[src/kli_ram.sv]
// ----------------------------------------------------------------------------
// kli_ram: generic simple dual-port RAM
// One write port and one read port, with the read data registered.
// ----------------------------------------------------------------------------
`default_nettype none

module kli_ram #(
    parameter int WIDTH = 32,
    parameter int DEPTH = 64
) (
    input  wire logic                     clk,
    input  wire logic                     we,
    input  wire logic [$clog2(DEPTH)-1:0] waddr,
    input  wire logic [WIDTH-1:0]         wdata,
    input  wire logic [$clog2(DEPTH)-1:0] raddr,
    output logic      [WIDTH-1:0]         rdata
);

    logic [WIDTH-1:0] mem [DEPTH];

    always_ff @(posedge clk)
    begin
        if (we)
        begin
            mem[waddr] <= wdata;
        end
        rdata <= mem[raddr];
    end

endmodule

`default_nettype wire
[config.mk]
export PLATFORM = sky130hd
export DESIGN_NAME = kli_ram
export DESIGN_NICKNAME = d
export VERILOG_FILES = /design/src/kli_ram.sv
export SDC_FILE = /design/constraint.sdc
export NUM_CORES = 2
export LEC_CHECK = 0
export BUFFER_PORTS_ARGS = -buffer_cell sky130_fd_sc_hd__buf_2
export CELL_PAD_IN_SITES_DETAIL_PLACEMENT = 0
export CELL_PAD_IN_SITES_GLOBAL_PLACEMENT = 1
export CORE_MARGIN = 2
export CORE_UTILIZATION = 48
export CTS_CLUSTER_DIAMETER = 50
export DETAILED_ROUTE_END_ITERATION = 8
export PLACE_DENSITY = 0.76
export REMOVE_ABC_BUFFERS = 1
export SLEW_MARGIN = 15
export SYNTH_ARGS = -nofsm -noshare
export SYNTH_HDL_FRONTEND = slang
export SYNTH_SLANG_ARGS = --single-unit
[constraint.sdc]
create_clock -name clk -period 4.33 [get_ports clk]
set_input_delay 0.2165 -clock clk [delete_from_list [all_inputs] [get_ports clk]]
set_output_delay 0.2165 -clock clk [all_outputs]
set_load 0.005 [all_outputs]
# --- Word level (Yosys, flattened, before mapping) ---
# Memory sizes are Yosys's and may differ from the RTL's. A register that Yosys moved wholly into a read port is not among the register bits.
# Index checks and enable logic that the tools add are counted.
word_totals:
  regBits: 0
  latchBits: 0
  ram_bits: 2048
  romBits: 0
  input_bits: 46
  elab_cells: 3
  mem_count: 1
memory_table:
  columns: ["name", "depth", "word_bits", "rd", "rd_ports_with_merged_regs", "wr", "line", "source"]
  rows:
  - ["mem", 64, 32, 1, 1, 1, "19", "logic [WIDTH-1:0] mem [DEPTH];"]
op_classes:
  n_addsub: 0
  multipliers: 0
  div: 0
  n_lt_le_gt_ge: 0
  n_eq_ne: 0
  n_shift: 0
  mux: 2
  bitwise: 0
  reduce_logical: 0
op_table:
  columns: ["op", "n"]
  rows:
  - ["two-way mux 1 bit", 2]

# --- Depth between registers and ports, before layout ---
logic_depth:
  ltp_word: 2
  mapped_depth: 10
  depth_no_buf: 5

# --- Worst setup path before layout ---
# Ideal clock, no wire load.
synth_timing:
  kind: "input -> register"
  start: "input port waddr[3]"
  end: "memory mem[48][0], enable pin"
  arrival_time_ns: 2.915
  t_required_ns: 3.869
  slack_ns: 0.954
  stages: 4
  cell_sequence: "clkbuf_1 -> nor2b_1 -> nand4b_1 -> nor3_1"
synth_lines:
  columns: ["element", "line", "source"]
  rows:
  - ["start: declaration", "13", "input wire logic [$clog2(DEPTH)-1:0] waddr,"]
  - ["end: declaration", "19", null]
# No word-level cell before the write port.

==> flow_metrics.py <==
metrics = {
    "route": {
        "vias": 36900,
        "drtIter0Drc": 4617,
        "routedWlPerCell_um": 32.0,
        "avgViaCountPerCell": 6.17,
        "finalWirelength_um": 191000,
        "drc": 0,
        "ant_nets": 0,
        "drtPass1Iterations": 5,
    },
    "placed_design": {
        "gp_congestion": 0.832,
        "dpl.hpwl_um": 111000,
        "port_buffers": 77,
    },
    "logic_synthesis": {
        "yosys_warnings": 0,
        "yosysSeqAreaShare": 0.791,
        "yosys.area.top_type": "edfxtp_1",
        "synth-seq-cells": 2080,
        "yosysUniqueCellTypes": 34,
        "syn_avg_cell_area_um2": 23.6,
        "synth_edf_count": 2048,
        "netlist_area_um2": 78500,
        "synth-async-reset-ratio": 0,
        "synthTopCellsByArea": "edfxtp_1 (78%), mux4_2 (16%), mux2i_1 (1.2%)",
        "synth_top_area_frac": 0.783,
        "ys.flop_type": "edfxtp_1",
        "netlist_instances": 3324,
    },
    "global_routing": {
        "grt_pass1_vias": 37100,
        "grt_start_max_net_pins": 69,
        "grtUsageMet3": 0.0511,
        "grt-ovfl-total": 0,
        "busiest_layer": "met2",
        "antenna_found_initial": 12,
        "grt_pass1_wl_um": 274000,
        "use_met2": 0.364,
        "grt_use_met1": 0.329,
        "grtUsageTotal": 0.230,
    },
    "layout": {
        "nNetsFinal": 3668,
        "synthToLayoutAreaGrowth_pct": 14.2,
        "final_common_cell": "edfxtp_1",
        "final_cell_mix": "edfxtp_1 (2048), mux4_2 (544), clkbuf_16 (204), buf_4 (178), mux2i_1 (93)",
        "final_util": 0.551,
        "drive_gt1_frac": 0.308,
    },
    "floorplanning": {
        "die_width_um": 408,
        "core_um2": 163000,
        "dieArea_um2": 167000,
        "start_util": 0.483,
        "io_pins": 78,
        "rows": 148,
        "fp.dieH_um": 408,
    },
    "critical_path": {
        "crit_type": "in -> reg",
        "path_max_fanout": 52,
        "cp-end-kind": "flop",
        "worst_setup_path_start_kind": "primary input",
        "worst-endpoint-arrival_ps": 3300,
        "critPathRequiredTime_ps": 5050,
    },
    "power": {
        "vdd_drop_max_uv": 339,
        "leakagePower_uw": 0.0280,
        "power_density_nw_per_um2": 467,
        "power_uw": 41900,
    },
    "timing": {
        "tns_ps": 0,
        "setup_viol_count_final": 0,
        "fin_skew_ps": 38.4,
        "relSlewSlack": 0.254,
        "tightest_slew_ps": 1120,
        "hold_violations": 0,
        "rsz0062_at_grt": "no",
        "maxSlewViolCount": 0,
        "fmaxAchievable_mhz": 388,
        "fin_crit_sh": 0.596,
        "period_needed_ps": 2580,
    },
    "clocking": {
        "cts_tree": "done",
        "clock_latency_ps": 860,
        "clk_pin_slew_ps": 60,
        "clockBufferDepth": 3,
        "cts_buffers": 204,
        "cts_max_level": 4,
        "cts.sinks": 2080,
        "root_buffer": "clkbuf_16",
    },
    "job": {
        "drv_cap": 0,
    },
    "outcome": {
        "status": "finished, final reports clean",
    },
    "worst_hold_path": {
        "min_path_type": "in -> reg",
    },
}
-- worst max-delay path: stages --
cell and delay (ps):
buf_8 490, buf_4 400, buf_4 340, mux4_2 560, mux4_2 540, o22ai_1 590, nor2_1 100
-- cell type report --
cell class | instances | area [um^2]
fillers | 12000 | 73000
flip-flops and latches | 2080 | 62100
multi-input cells | 1062 | 16000
clock buffers | 268 | 5450
well taps | 2175 | 2720
repair buffers | 274 | 2130
clock inverters | 112 | 1210
diodes | 5 | 12.5
-- through the flow --
stage | setup slack, ps | area [um^2] | hold WS (ps) | cells
2_1_floorplan | 1110 | 77600 | 315 | 3142
3_3_place_gp | 688 | 82800 | 613 | 5581
3_5_place_dp | 852 | 82800 | 614 | 5581
4_1_cts | 1800 | 89500 | 2.35 | 5965
5_1_grt | 1600 | 89600 | 56.2 | 5971
6_report | 1750 | 89600 | 48.4 | 5976
-- power by group --
part	internal [uW]	total (uW)	switching (uW)	leakage, uW
registers	22300	22400	115	0.0187
clock network	9790	17400	7610	0.00324
logic	778	2060	1280	0.00604
-- per-layer routing --
metal | routed length, um | part of all wire
met1 | 75800 | 0.40
met3 | 18400 | 0.097
met2 | 92100 | 0.48
met5 | 65 | 0.00034
met4 | 4520 | 0.024
-- registers in the layout, summed over array words and instances (netlist names) --
name	flops
mem	2048
rdata	32
-- cell usage after synthesis (all sizes together), types with 12 or more instances --
| library cell | instances |
|---|---|
| mux4 | 544 |
| a22oi | 12 |
| dfxtp | 32 |
| mux2i | 93 |
| edfxtp | 2048 |
| a21oi | 62 |
| nor2b | 15 |
| buf | 108 |
| nor2 | 137 |
| o221ai | 27 |
| clkbuf | 74 |
| nand2 | 26 |
| o22ai | 84 |
-- kinds of logic (layout without fill, tap and decap cells) --
group,count (synthesis),after routing,share of synthesized area
DFF,2080,2080,0.791
AOI/OAI and AO/OA,202,202,0.0167
buffers and inverters,182,654,0.0113
other,0,5,0
muxes,637,637,0.168
and+or+nand+nor,223,223,0.0127
-- final timing paths --
check / start / cells after the start / slack (ps) / to
setup reg to reg: mem[43][31] / 4 / 1940 / rdata[31]
hold reg to reg: mem[28][4] / 5 / 850 / rdata[4]
hold / removal: wdata[29] / 2 / 50 / mem[27][29]
setup / recovery: raddr[0] / 7 / 1750 / rdata[25]
-- timing repair --
item / in CTS / in global routing
buffers inserted: 0 / 0
endpoints found under the hold margin: 78 / 294
gates resized for setup: 0 / 0
hold buffers: 4 / 6
No activity file was read; power rests on OpenSTA's default activity.
